===== config.mk =====
export PLATFORM = sky130hd
export DESIGN_NAME = heartbeat_zero_cross_detector
export DESIGN_NICKNAME = d
export VERILOG_FILES = /design/src/rtl/hzcd_pkg.sv /design/src/rtl/heartbeat_zero_cross_detector.sv
export SDC_FILE = /design/constraint.sdc
export NUM_CORES = 1
export LEC_CHECK = 0
export ABC_AREA = 1
export BUFFER_PORTS_ARGS = -buffer_cell sky130_fd_sc_hd__buf_4
export CORE_UTILIZATION = 40
export CTS_CLUSTER_DIAMETER = 200
export DETAILED_ROUTE_END_ITERATION = 8
export GPL_TIMING_DRIVEN = 0
export HOLD_SLACK_MARGIN = 0.02
export SYNTH_ARGS = -nofsm -noshare
export SYNTH_HDL_FRONTEND = slang
export SYNTH_SLANG_ARGS = --single-unit

===== constraint.sdc =====
create_clock -name clock -period 4.9 [get_ports clock]
set_input_delay 1.47 -clock clock [delete_from_list [all_inputs] [get_ports clock]]
set_output_delay 1.47 -clock clock [all_outputs]
set_load 0.01 [all_outputs]

===== src/rtl/hzcd_pkg.sv =====
// Shared constants for the heartbeat zero-crossing detector.
// Used by the top level, its bound checker and the testbench; no dependencies.
package hzcd_pkg;

   // Field widths of the stream beats and registers
   localparam int SLOPE_W    = 24;
   localparam int TIME_W     = 32;
   localparam int RATE_W     = 16;
   localparam int STATUS_W   = 3;
   localparam int CSR_IDX_W  = 8;
   localparam int CSR_DATA_W = 24;

   // Default dividend of the rate computation (ms per minute)
   localparam int RATE_NUMERATOR_DEF = 60000;

   // Result status codes
   localparam logic [STATUS_W-1:0] STATUS_NONE    = 3'd0;
   localparam logic [STATUS_W-1:0] STATUS_ACCEPT  = 3'd1;
   localparam logic [STATUS_W-1:0] STATUS_RANGE   = 3'd2;
   localparam logic [STATUS_W-1:0] STATUS_EARLY   = 3'd3;
   localparam logic [STATUS_W-1:0] STATUS_INVALID = 3'd4;

   // Register indexes on the csr channel
   localparam logic [CSR_IDX_W-1:0] REG_EDGE_THRESHOLD = 8'd0;
   localparam logic [CSR_IDX_W-1:0] REG_MIN_INTERVAL   = 8'd1;
   localparam logic [CSR_IDX_W-1:0] REG_RATE_LOW       = 8'd2;
   localparam logic [CSR_IDX_W-1:0] REG_RATE_HIGH      = 8'd3;

   // Register reset values
   localparam logic signed [SLOPE_W-1:0] EDGE_THRESHOLD_RST = -24'sd2000;
   localparam logic [RATE_W-1:0]         MIN_INTERVAL_RST   = 16'd300;
   localparam logic [RATE_W-1:0]         RATE_LOW_RST       = 16'd20;
   localparam logic [RATE_W-1:0]         RATE_HIGH_RST      = 16'd250;

endpackage


===== src/rtl/heartbeat_zero_cross_detector.sv =====
// Heartbeat zero-crossing detector: beat detection and serial rate divider.
// Depends on hzcd_pkg.
//
// Usage:
//   req channel: one differentiated pulse sample per beat. tdata holds slope
//   (24 bit signed) then time_ms (32 bit); tuser holds slope_valid.
//   rsp channel: exactly one result per input beat. tdata holds rate_bpm,
//   tuser holds status (0 none, 1 accepted, 2 out of window, 3 first or too
//   soon, 4 invalid slope).
//   csr channel: register index and write data, always ready; write only
//   while no sample is in flight.
// Sequence: a sample without a rate goes from capture through the EVAL and
//   SEND states into the output register. A beat that needs a rate runs a
//   restoring divider, one quotient bit per cycle, over clog2(RATE_NUMERATOR+1)
//   quotient bits (16 at the default), then the RATE state, before SEND.
// Flow: one sample at a time; req_tready is high only while the sequencer is
//   idle, so a new sample waits until the last result is in the output register.
// Reset: registers return to their defaults, the detector is disarmed and no
//   beat is on record; req_tready is high as soon as reset is released.
// Stall: a result waits in the output register while rsp_tready is low; the
//   next sample is still taken and holds in the sequencer until it frees.
module heartbeat_zero_cross_detector
   import hzcd_pkg::*;
#(
   parameter int RATE_NUMERATOR = RATE_NUMERATOR_DEF
) (
   input  logic                  clock,
   input  logic                  reset,
   // req_tdata: slope [23:0], time_ms [55:24]
   input  logic                  req_tvalid,
   output logic                  req_tready,
   input  logic [55:0]           req_tdata,
   // req_tuser: slope_valid [0]
   input  logic                  req_tuser,
   // rsp_tdata: rate_bpm [15:0]
   output logic                  rsp_tvalid,
   input  logic                  rsp_tready,
   output logic [RATE_W-1:0]     rsp_tdata,
   // rsp_tuser: status [2:0]
   output logic [STATUS_W-1:0]   rsp_tuser,
   input  logic                  csr_valid,
   output logic                  csr_ready,
   input  logic [CSR_IDX_W-1:0]  csr_index,
   input  logic [CSR_DATA_W-1:0] csr_data
);

   localparam int NUM_W = $clog2(RATE_NUMERATOR + 1);
   localparam int CNT_W = $clog2(NUM_W);
   localparam logic [NUM_W-1:0] NUM_BITS = NUM_W'(RATE_NUMERATOR);
   localparam logic [CNT_W-1:0] CNT_TOP  = CNT_W'(NUM_W - 1);

   // Sequencer states
   localparam logic [2:0] ST_IDLE = 3'd0;
   localparam logic [2:0] ST_EVAL = 3'd1;
   localparam logic [2:0] ST_DIV  = 3'd2;
   localparam logic [2:0] ST_RATE = 3'd3;
   localparam logic [2:0] ST_SEND = 3'd4;

   logic [2:0] state_ff, state_in;

   // Configuration registers
   logic signed [SLOPE_W-1:0] edge_thr_ff;
   logic [RATE_W-1:0]         min_int_ff, rate_low_ff, rate_high_ff;

   // Captured sample
   logic signed [SLOPE_W-1:0] cur_slope_ff;
   logic                      cur_valid_ff;
   logic [TIME_W-1:0]         now_ff;

   // Detector state
   logic signed [SLOPE_W-1:0] prev_slope_ff, prev_slope_in;
   logic                      prev_valid_ff, prev_valid_in;
   logic                      armed_ff, armed_in;
   logic [TIME_W-1:0]         cross_time_ff, cross_time_in;
   logic [TIME_W-1:0]         last_beat_ff, last_beat_in;

   // Divider
   logic [NUM_W-1:0]  div_rem_ff, div_rem_in;
   logic [NUM_W-1:0]  div_quo_ff, div_quo_in;
   logic [TIME_W-1:0] div_den_ff, div_den_in;
   logic [CNT_W-1:0]  div_cnt_ff, div_cnt_in;

   // Pending result and output register
   logic [STATUS_W-1:0] res_status_ff, res_status_in;
   logic [RATE_W-1:0]   res_rate_ff, res_rate_in;
   logic                rsp_valid_ff, rsp_valid_in;
   logic [STATUS_W-1:0] rsp_status_ff;
   logic [RATE_W-1:0]   rsp_rate_ff;

   logic req_acc, csr_acc, out_free;

   // Evaluation terms
   logic              both_valid, crossing, armed_a, beat;
   logic [TIME_W-1:0] cross_a, interval;

   // Divider step terms
   logic [NUM_W:0]    trial;
   logic [TIME_W-1:0] trial_ext, diff;
   logic              fits;
   logic [RATE_W-1:0] quo_rate;

   assign req_tready = (state_ff == ST_IDLE);
   assign req_acc    = req_tvalid & req_tready;
   assign csr_ready  = 1'b1;
   assign csr_acc    = csr_valid & csr_ready;
   assign out_free   = ~rsp_valid_ff | rsp_tready;

   assign rsp_tvalid = rsp_valid_ff;
   assign rsp_tdata  = rsp_rate_ff;
   assign rsp_tuser  = rsp_status_ff;

   // Register writes
   always_ff @(posedge clock) begin
      if (reset) begin
         edge_thr_ff  <= EDGE_THRESHOLD_RST;
         min_int_ff   <= MIN_INTERVAL_RST;
         rate_low_ff  <= RATE_LOW_RST;
         rate_high_ff <= RATE_HIGH_RST;
      end else if (csr_acc) begin
         case (csr_index)
            REG_EDGE_THRESHOLD: edge_thr_ff  <= csr_data;
            REG_MIN_INTERVAL:   min_int_ff   <= csr_data[RATE_W-1:0];
            REG_RATE_LOW:       rate_low_ff  <= csr_data[RATE_W-1:0];
            REG_RATE_HIGH:      rate_high_ff <= csr_data[RATE_W-1:0];
            default: ;
         endcase
      end
   end

   // Sample capture
   always_ff @(posedge clock) begin
      if (req_acc) begin
         cur_slope_ff <= req_tdata[SLOPE_W-1:0];
         now_ff       <= req_tdata[SLOPE_W +: TIME_W];
         cur_valid_ff <= req_tuser;
      end
   end

   // Crossing and beat decision
   always_comb begin
      both_valid = cur_valid_ff & prev_valid_ff;
      crossing   = (prev_slope_ff > 24'sd0) && (cur_slope_ff < 24'sd0);
      armed_a    = crossing | armed_ff;
      cross_a    = crossing ? now_ff : cross_time_ff;
      if (cur_slope_ff > 24'sd0) begin
         armed_a = 1'b0;
      end
      beat     = armed_a && (cur_slope_ff < edge_thr_ff);
      interval = cross_a - last_beat_ff;
   end

   // One restoring divider step
   always_comb begin
      trial     = {div_rem_ff, NUM_BITS[div_cnt_ff]};
      trial_ext = TIME_W'(trial);
      fits      = (trial_ext >= div_den_ff);
      diff      = trial_ext - div_den_ff;
      quo_rate  = RATE_W'(div_quo_ff);
   end

   // Sequencer
   always_comb begin
      state_in      = state_ff;
      prev_slope_in = prev_slope_ff;
      prev_valid_in = prev_valid_ff;
      armed_in      = armed_ff;
      cross_time_in = cross_time_ff;
      last_beat_in  = last_beat_ff;
      div_rem_in    = div_rem_ff;
      div_quo_in    = div_quo_ff;
      div_den_in    = div_den_ff;
      div_cnt_in    = div_cnt_ff;
      res_status_in = res_status_ff;
      res_rate_in   = res_rate_ff;
      rsp_valid_in  = rsp_valid_ff & ~rsp_tready;
      case (state_ff)
         ST_IDLE: begin
            if (req_acc) begin
               state_in = ST_EVAL;
            end
         end
         ST_EVAL: begin
            prev_slope_in = cur_slope_ff;
            prev_valid_in = cur_valid_ff;
            res_rate_in   = '0;
            state_in      = ST_SEND;
            if (!both_valid) begin
               res_status_in = STATUS_INVALID;
            end else begin
               armed_in      = armed_a & ~beat;
               cross_time_in = cross_a;
               res_status_in = STATUS_NONE;
               if (beat) begin
                  last_beat_in = cross_a;
                  if ((last_beat_ff != '0) && (interval > TIME_W'(min_int_ff))) begin
                     div_rem_in = '0;
                     div_quo_in = '0;
                     div_den_in = interval;
                     div_cnt_in = CNT_TOP;
                     state_in   = ST_DIV;
                  end else begin
                     res_status_in = STATUS_EARLY;
                  end
               end
            end
         end
         ST_DIV: begin
            div_rem_in = fits ? diff[NUM_W-1:0] : trial[NUM_W-1:0];
            div_quo_in = {div_quo_ff[NUM_W-2:0], fits};
            div_cnt_in = div_cnt_ff - CNT_W'(1);
            if (div_cnt_ff == '0) begin
               state_in = ST_RATE;
            end
         end
         ST_RATE: begin
            res_rate_in   = quo_rate;
            res_status_in = ((quo_rate > rate_low_ff) && (quo_rate < rate_high_ff))
                            ? STATUS_ACCEPT : STATUS_RANGE;
            state_in      = ST_SEND;
         end
         ST_SEND: begin
            if (out_free) begin
               rsp_valid_in = 1'b1;
               state_in     = ST_IDLE;
            end
         end
         default: begin
            state_in = ST_IDLE;
         end
      endcase
   end

   // Control and detector state
   always_ff @(posedge clock) begin
      if (reset) begin
         state_ff      <= ST_IDLE;
         rsp_valid_ff  <= 1'b0;
         prev_slope_ff <= '0;
         prev_valid_ff <= 1'b0;
         armed_ff      <= 1'b0;
         cross_time_ff <= '0;
         last_beat_ff  <= '0;
      end else begin
         state_ff      <= state_in;
         rsp_valid_ff  <= rsp_valid_in;
         prev_slope_ff <= prev_slope_in;
         prev_valid_ff <= prev_valid_in;
         armed_ff      <= armed_in;
         cross_time_ff <= cross_time_in;
         last_beat_ff  <= last_beat_in;
      end
   end

   // Datapath registers
   always_ff @(posedge clock) begin
      div_rem_ff    <= div_rem_in;
      div_quo_ff    <= div_quo_in;
      div_den_ff    <= div_den_in;
      div_cnt_ff    <= div_cnt_in;
      res_status_ff <= res_status_in;
      res_rate_ff   <= res_rate_in;
      if ((state_ff == ST_SEND) && out_free) begin
         rsp_status_ff <= res_status_ff;
         rsp_rate_ff   <= res_rate_ff;
      end
   end

endmodule


==> results of run 1 <==
[worst max-delay path: cells and delay by family (launching register included)]
family          cells  cell delay [ns]
simple gates       24             2.49
fa+ha+maj           3             0.74
buf+inv             7             0.51
compound gates      3             0.38
flops               1             0.32
xor+xnor            1             0.23
[metrics by stage]
| stage | TNS [ns] | area (um^2) | hold WS [ns] |
|---|---|---|---|
| finish | 0 | 20940 | 0.4181 |
| global route | -0.7297 | 20940 | 0.4229 |
| CTS | 0 | 20550 | 0.4190 |
| detailed placement | -70.92 | 18670 | 0.4045 |
| global placement | -107.75 | 18640 | 0.4060 |
| floorplan | 0 | 17110 | 0.4003 |
[cell families (layout without fill, tap and decap cells)]
group / count (synthesis) / in the layout
AND/OR/NAND/NOR: 709 / 711
buffers and inverters: 446 / 656
AO/OA/AOI/OAI: 438 / 438
flip-flops: 330 / 330
adder cells (fa/ha/maj): 122 / 122
XOR/XNOR: 29 / 29
other: 1 / 1
[report_power, final]
group	switching [mW]	internal [mW]	leakage, nW
Clock	1.16	1.86	0.638
Combinational	1.08	0.647	5.84
Sequential	0.0416	3.02	2.87
[state kept, by name, summed over array words and instances (netlist names), 4 cells and up]
name	flops
cur_slope_ff	24
div_cnt_ff	4
prev_slope_ff	24
last_beat_ff	32
cross_time_ff	32
rate_low_ff	16
rsp_tdata	16
div_den_ff	32
min_int_ff	16
res_rate_ff	16
edge_thr_ff	24
div_rem_ff	16
now_ff	32
div_quo_ff	16
rate_high_ff	16
[Yosys cell counts, types with 3 or more instances]
master,instances,area share (%)
a211oi_1,17,0.75
a21oi_1,207,6.1
a31oi_1,4,0.15
buf_1,4,0.088
clkbuf_1,54,1.2
clkinv_1,3,0.066
dfxtp_1,167,20
edfxtp_1,163,29
ha_1,120,8.8
inv_1,376,8.2
inv_2,6,0.13
nand2_1,426,9.3
nand2_2,11,0.40
nand3_1,56,1.6
nand3_2,5,0.29
nand3b_1,4,0.18
nand4_1,25,0.91
nor2_1,118,2.6
nor2_2,16,0.58
nor3_1,17,0.50
nor3b_1,3,0.13
nor4_1,13,0.48
o211ai_1,29,1.3
o21a_1,4,0.18
o21ai_0,163,4.8
o21ai_1,3,0.088
or2_2,5,0.18
xnor2_1,6,0.31
xor2_1,23,1.2
[per-layer routing]
layer  up-vias  share of wire [%]
li1       7176                  -
met1      6507                 47
met2       247                 47
met3        66                3.6
met4         0                2.2
met5         -                  0
[timing repair]
item                                    in CTS  in global routing
hold buffers                                 0                  0
gates resized for setup                     96                 66
gates cloned                                 3                  1
endpoints found under the setup margin      73                 72
pin swaps                                    6                 35
setup buffers                               10                 16
[area by class of cell]
cell class                      count  area, um^2  area share [%]
Sequential cell                   330        8239           39.34
Multi-Input combinational cell   1301        7821           37.35
Inverter                          385        1456           6.954
Timing Repair Buffer              142        1107           5.287
Clock buffer                       43       969.7           4.630
Tap cell                          539       674.4           3.220
Clock inverter                     24       356.6           1.703
Buffer                             61       310.3           1.482
Timing Repair inverter              1       7.507         0.03585
[worst min-delay path by stage]
stage | startpoint | endpoint | slack (ns) | depth (start not counted)
CTS | res_rate_ff[9] | rsp_tdata[9] | 0.42 | 0
finish | res_rate_ff[15] | rsp_tdata[15] | 0.42 | 0
detailed placement | res_rate_ff[9] | rsp_tdata[9] | 0.40 | 0
global placement | res_rate_ff[12] | rsp_tdata[12] | 0.41 | 0
floorplan | res_rate_ff[0] | rsp_tdata[0] | 0.40 | 0
global route | res_rate_ff[15] | rsp_tdata[15] | 0.42 | 0
==> results.yml, run 1 <==
setup_path:
  start_kind: "flop"
  rr_worst_depth: 38
  critical_path.max_fanout: 10
  startpoint: "prev_slope_ff[1]"
  r2r_start: "prev_slope_ff[1]"
  endpoint: "trial[0]"
  slowest_delay_ns: 0.32
  crit_top_cell: "nand2_1"
  critPathCaptureType: "flop"
  crit_required_ns: 5.41
  worstPathArrival_ns: 5.23
  critPathSlowestCell: "dfxtp_2"
  r2r-end: "trial[0]"
  r2r_slack_ns: 0.18
  path_class: "flop to flop"
floorplanning:
  die-area_um2: 43610
  ioPinCount: 116
  core_area_um2: 42040
  die_x_um: 208.8
  dieHeight_um: 208.8
  start_util_pct: 40.71
  num_rows: 75
clocking:
  clk_path_buf_depth: 3
  cts_tree: "yes"
  clk_latency_ns: 0.56
  cts.sinks: 330
  root_buffer: "clkbuf_16"
  cts-htree-levels: 2
  cts.clk_slew.worst_paths_ns: 0.06
  numCtsBuffers: 37
pwr:
  power.density_nw_per_um2: 372.6
  p_total_mw: 7.802
  p_leak_nw: 9.347
  irDropWorstVdd_mv: 0.2762
global_routing:
  overflow: 0
  met1_usage_pct: 26.23
  gr-usage-met2_pct: 33.87
  met3_usage_pct: 2.329
  grt_pass1_vias: 13660
  grt_usage_pct: 19.89
  antenna_found_initial: 0
  grt_pass1_wl_mm: 69.52
  grt_max_degree: 35
  grt.busiest_layer: "met2"
finish:
  fin_util_pct: 49.82
  mostFrequentLayoutCells: "399 x nand2_1, 372 x inv_1, 204 x a21oi_1"
  fin_nets: 2475
  syn_to_final_growth_pct: 22.38
  final_cell_count_no_fill: 2826
  drive_gt1_share_pct: 15.30
  fillCellCount: 3959
  final_common_cell: "nand2_1"
  antenna_cells: 0
synth:
  synth_fa_ha_area_share_pct: 9.008
  synth-edff-count: 163
  async_flop_share_pct: 0
  synth_flop_cell: "dfxtp_1"
  ys_ff_latch: 330
  synth-compound-area-share_pct: 13.76
  synth_top_family_by_area: "simple AND/OR/NAND/NOR gates"
  synth_xor_area_share_pct: 1.484
  yosys.area_share.simple_pct: 17.77
  synth_seq_area_share_pct: 48.14
  syn_area_um2: 17110
  synthCells: 2075
  synthMuxAreaShare_pct: 0
  syn_area_per_cell_um2: 8.247
  synth.distinct_cells: 49
  yosys_warnings: 0
  syn_nets: 2291
sta:
  slew_headroom_pct: 37.57
  slew_viol_final: 0
  timing.final.crit_share_pct: 96.26
  final-hold-violation-count: 0
  setup_viol: 0
  rsz0062_at_grt: "yes"
  finClkSkew_ns: 0.03656
  worstMarginPinSlew_ns: 0.9365
  max_freq_mhz: 212.0
  period_needed_ns: 4.717
  worst_slack_ns: 0.1832
detailed_routing:
  drt-wirelength-per-cell_um: 15.28
  firstDrtPassIters: 5
  vias_per_cell: 4.953
  drc: 0
  drt-total-wl_mm: 43.19
  vias: 14000
  dr.first_iter.drc_count: 929
  ant_nets: 0
place:
  place_inst: 2729
  gp_congestion: 0.8786
  dp_slack_ns: -1.240
  dp_hpwl_mm: 33.07
  portBuffers: 113
flow_run:
  maxCapViolCount: 0
hold_path:
  hold_class: "flop to flop"
status:
  outcome: "completed"
(Power assumes the default switching activity.)
==> inputs of run 2 (changes only) <==
--- a/config.mk
+++ b/config.mk
@@ -7,11 +7,12 @@
 export LEC_CHECK = 0
 export ABC_AREA = 1
 export BUFFER_PORTS_ARGS = -buffer_cell sky130_fd_sc_hd__buf_4
-export CORE_UTILIZATION = 40
+export CORE_UTILIZATION = 52
 export CTS_CLUSTER_DIAMETER = 200
 export DETAILED_ROUTE_END_ITERATION = 8
 export GPL_TIMING_DRIVEN = 0
 export HOLD_SLACK_MARGIN = 0.02
+export PLACE_DENSITY = 0.73
 export SYNTH_ARGS = -nofsm -noshare
 export SYNTH_HDL_FRONTEND = slang
 export SYNTH_SLANG_ARGS = --single-unit
==> results.yml, run 2 (synthesized netlist as in run 1, its figures left out) <==
sta:
  final-hold-violation-count: 0
  worstMarginPinSlew_ns: 0.9466
  worst_slack_ns: 0.09793
  setup_viol: 0
  max_freq_mhz: 208.2
  period_needed_ns: 4.802
  timing.final.crit_share_pct: 98.00
  slew_headroom_pct: 36.89
  finClkSkew_ns: 0.02528
  rsz0062_at_grt: "yes"
  fin_setup_tns_ns: 0
  slew_viol_final: 0
place:
  dp_slack_ns: -1.161
  gp_congestion: 0.9005
  portBuffers: 113
  dp_hpwl_mm: 30.71
hold_path:
  hold_class: "flop to flop"
  hold_depth: 0
global_routing:
  overflow: 0
  grt_usage_pct: 24.47
  grt_max_degree: 35
  grt_pass1_vias: 13570
  antenna_found_initial: 0
  grt_pass1_wl_mm: 65.78
finish:
  fillCellCount: 2637
  fin_nets: 2479
  antenna_cells: 0
  final_common_cell: "nand2_1"
  drive_gt1_share_pct: 16.29
  syn_to_final_growth_pct: 21.47
  mostFrequentLayoutCells: "388 x nand2_1, 368 x inv_1, 204 x a21oi_1"
detailed_routing:
  drt-wirelength-per-cell_um: 15.15
  drt-total-wl_mm: 41.40
  ant_nets: 0
  drc: 0
  firstDrtPassIters: 5
  vias: 14300
  vias_per_cell: 5.234
  dr.first_iter.drc_count: 1049
clocking:
  cts.sinks: 330
  numCtsBuffers: 35
  cts-htree-levels: 2
  cts_tree: "yes"
  clk_path_buf_depth: 3
  cts.clk_slew.worst_paths_ns: 0.06
  root_buffer: "clkbuf_16"
  hold_buffers: 0
  clk_latency_ns: 0.53
setup_path:
  worstPathArrival_ns: 5.26
  path_class: "flop to flop"
  crit_required_ns: 5.36
  slowest_delay_ns: 0.33
  critPathSlowestCell: "dfxtp_2"
  start_kind: "flop"
  critical_path.max_fanout: 8
  rr_worst_depth: 37
  critPathCaptureType: "flop"
floorplanning:
  start_util_pct: 52.73
  die_x_um: 183.4
  die-area_um2: 33640
  ioPinCount: 116
  core_area_um2: 32450
  num_rows: 66
  dieHeight_um: 183.4
pwr:
  irDropWorstVdd_mv: 0.3349
  power.density_nw_per_um2: 362.7
  p_leak_nw: 9.345
flow_run:
  maxCapViolCount: 0
status:
  outcome: "completed"
==> run 2: cell types whose count changed in the layout (fill, tap and decap cells not counted), sizes merged <==
cell	delta
buf	+6
bufinv	-3
clkbuf	+3
clkinv	-2
clkinvlp	-1
==> run 2: worst max-delay path: cells and delay by family, from the launching register on <==
family | cells | cell delay, ns
AOI/OAI and AO/OA | 2 | 0.38
buffers and inverters | 5 | 0.54
adders and majority gates | 3 | 0.70
and+or+nand+nor | 26 | 2.57
xor gates and xnor gates | 1 | 0.21
DFF | 1 | 0.33
==> run 2: layout make-up <==
class                           count  area, um^2  share of cell area [%]
Clock inverter                     18       237.7                   1.144
Timing Repair Buffer              148        1140                   5.484
Sequential cell                   330        8240                   39.64
Clock buffer                       46       969.7                   4.665
Inverter                          385        1461                   7.031
Multi-Input combinational cell   1301        7870                   37.86
Tap cell                          442       553.0                   2.661
Buffer                             61       306.5                   1.475
Timing Repair inverter              1       7.507                 0.03612
==> run 2: stage by stage <==
stage | cell area (um^2) | cells | utilization, % | hold slack [ns] | total power [mW]
finish | 20790 | 2732 | 64.05 | 0.4176 | 7.539
detailed placement | 18550 | 2632 | 57.17 | 0.4045 | 4.527
CTS | 20310 | 2707 | 62.58 | 0.4188 | 7.373
global route | 20790 | 2732 | 64.05 | 0.4233 | 7.887
global placement | 18510 | 2630 | 57.05 | 0.4016 | 4.489
floorplan | 17110 | 2075 | - | 0.4003 | 4.107
==> run 2: what timing repair did <==
| action | in CTS | in global routing |
|---|---|---|
| gates resized for setup | 98 | 85 |
| cloned | 3 | 1 |
| pin swaps | 7 | 47 |
| endpoints found under the setup margin | 73 | 71 |
| buffers inserted | 8 | 24 |
==> run 2: worst paths after layout <==
check,from,endpoint,slack [ns]
setup / recovery,prev_slope_ff[9],trial[0],0.1
hold / removal,res_rate_ff[6],rsp_tdata[6],0.42
setup reg to reg,prev_slope_ff[9],trial[0],0.1
hold reg to reg,res_rate_ff[6],rsp_tdata[6],0.42
==> run 2: per-layer routing <==
metal | part of all wire, % | GRT usage (%) | vias up | wire length, um
met2 | 47 | 41.08 | 425 | 19370
li1 | - | - | 7176 | -
met3 | 5.3 | 3.071 | 112 | 2175
met5 | 0 | 0 | - | 0
met4 | 4.2 | 10.40 | 0 | 1723
met1 | 44 | 31.82 | 6585 | 18130
==> run 2: power by group <==
group / switching, mW / internal [mW]
Clock: 1.08 / 1.67
Sequential: 0.0410 / 3.02
Combinational: 1.08 / 0.645
Total: 2.20 / 5.34
==> inputs of run 3 (changes only) <==
--- a/config.mk
+++ b/config.mk
@@ -7,12 +7,12 @@
 export LEC_CHECK = 0
 export ABC_AREA = 1
 export BUFFER_PORTS_ARGS = -buffer_cell sky130_fd_sc_hd__buf_4
-export CORE_UTILIZATION = 52
+export CORE_UTILIZATION = 55
 export CTS_CLUSTER_DIAMETER = 200
 export DETAILED_ROUTE_END_ITERATION = 8
 export GPL_TIMING_DRIVEN = 0
 export HOLD_SLACK_MARGIN = 0.02
-export PLACE_DENSITY = 0.73
+export PLACE_DENSITY = 0.76
 export SYNTH_ARGS = -nofsm -noshare
 export SYNTH_HDL_FRONTEND = slang
 export SYNTH_SLANG_ARGS = --single-unit
==> results.yml, run 3 (synthesized netlist as in run 1, its figures left out) <==
setup_path:
  startpoint: "prev_slope_ff[9]"
  crit_top_cell: "nand2_1"
  endpoint: "trial[0]"
  r2r_start: "prev_slope_ff[9]"
  critPathSlowestCell: "dfxtp_1"
  worstPathArrival_ns: 5.13
  cp.depth: 39
  slowest_delay_ns: 0.31
  path_class: "flop to flop"
  r2r_slack_ns: 0.24
  critPathCaptureType: "flop"
  crit_required_ns: 5.36
  rr_worst_depth: 39
  r2r-end: "trial[0]"
  critPathTopFamily: "simple AND/OR/NAND/NOR gates"
  crit_buf_inv: 7
  start_kind: "flop"
  critical_path.max_fanout: 8
clocking:
  cts_tree: "yes"
  root_buffer: "clkbuf_16"
  hold_buffers: 0
  clk_latency_ns: 0.53
  cts-htree-levels: 2
  clk_path_buf_depth: 3
  cts.sinks: 330
  numCtsBuffers: 35
  cts.clk_slew.worst_paths_ns: 0.06
finish:
  syn_to_final_growth_pct: 20.35
  multi_input_comb_area_um2: 7891
  mostFrequentLayoutCells: "390 x nand2_1, 369 x inv_1, 204 x a21oi_1"
  fin_util_pct: 67.33
  drive_gt1_share_pct: 15.76
  fin_nets: 2468
  final_common_cell: "nand2_1"
  antenna_cells: 0
  regArea_um2: 8239
  final_cell_count_no_fill: 2674
  fillCellCount: 2417
status:
  outcome: "completed"
sta:
  slew_headroom_pct: 31.48
  slew_viol_final: 0
  max_freq_mhz: 214.5
  worstMarginPinSlew_ns: 1.028
  final-hold-violation-count: 0
  finClkSkew_ns: 0.01135
  setup_viol: 0
  timing.final.crit_share_pct: 95.16
  rsz0062_at_grt: "yes"
  period_needed_ns: 4.663
  fin_setup_tns_ns: 0
  whs_ns: 0.4171
pwr:
  power.density_nw_per_um2: 361.2
  p_total_mw: 7.439
  p_leak_nw: 9.249
  irDropWorstVdd_mv: 0.3394
hold_path:
  hold_class: "flop to flop"
floorplanning:
  die-area_um2: 31820
  start_util_pct: 55.94
  ioPinCount: 116
  die_x_um: 178.4
  num_rows: 64
  dieHeight_um: 178.4
  core_area_um2: 30590
place:
  dp_hpwl_mm: 31.01
  gp_congestion: 0.9200
  portBuffers: 113
  place_inst: 2585
detailed_routing:
  drt-wirelength-per-cell_um: 15.67
  ant_nets: 0
  drt-total-wl_mm: 41.90
  dr.first_iter.drc_count: 1114
  drc: 0
  firstDrtPassIters: 6
  vias: 14370
  vias_per_cell: 5.372
global_routing:
  grt_max_degree: 33
  antenna_found_initial: 0
  grt_usage_pct: 26.21
  grt_pass1_wl_mm: 65.80
  overflow: 0
  grt_pass1_vias: 13450
flow_run:
  maxCapViolCount: 0
## run 3: through the flow
stage	cell area, um^2	setup WS, ns
floorplan	17110	0.3259
global placement	18460	-1.055
detailed placement	18490	-1.207
CTS	20120	0.001760
global route	20590	-0.08417
finish	20590	0.2372
## run 3: timing repair
| item | CTS | global route |
|---|---|---|
| gates resized for setup | 86 | 95 |
| cloned | 3 | 1 |
| pin swaps | 5 | 32 |
| buffers inserted | 8 | 14 |
| endpoints found under the setup margin | 73 | 73 |
## run 3: cell type report
cell class	instances	area share [%]
buffer	61	1.446
clock buffer	47	4.672
clock inverter	16	0.9113
inverter	385	7.072
multi-input combinational	1301	38.32
sequential	330	40.01
tap	396	2.406
timing repair buffer	137	5.134
timing repair inverter	1	0.03645
## run 3: worst min path at each step
stage	to	slack [ns]	cells past startpoint	from
after floorplan	rsp_tdata[0]	0.40	0	res_rate_ff[0]
after global placement	rsp_tdata[1]	0.40	0	res_rate_ff[1]
after detailed placement	rsp_tdata[3]	0.40	0	res_rate_ff[3]
after CTS	rsp_tdata[3]	0.41	0	res_rate_ff[3]
after global routing	rsp_tdata[1]	0.43	0	res_rate_ff[1]
final	rsp_tdata[3]	0.42	0	res_rate_ff[3]
## run 3: routing by layer
metal | up-vias | share of wire (%) | GRT usage, % | routed length, um
met4 | 0 | 3.3 | 9.463 | 1389
met5 | - | 0 | 0 | 0
met3 | 98 | 5.8 | 3.325 | 2410
li1 | 7174 | - | - | -
met2 | 403 | 47 | 44.04 | 19850
met1 | 6690 | 44 | 34.60 | 18260
## run 3: report_power, final
| group | total, mW | internal [mW] | switching [mW] |
|---|---|---|---|
| clock network | 2.64 | 1.56 | 1.09 |
| registers | 3.06 | 3.02 | 0.0413 |
| logic | 1.73 | 0.638 | 1.10 |
| total | 7.44 | 5.22 | 2.22 |
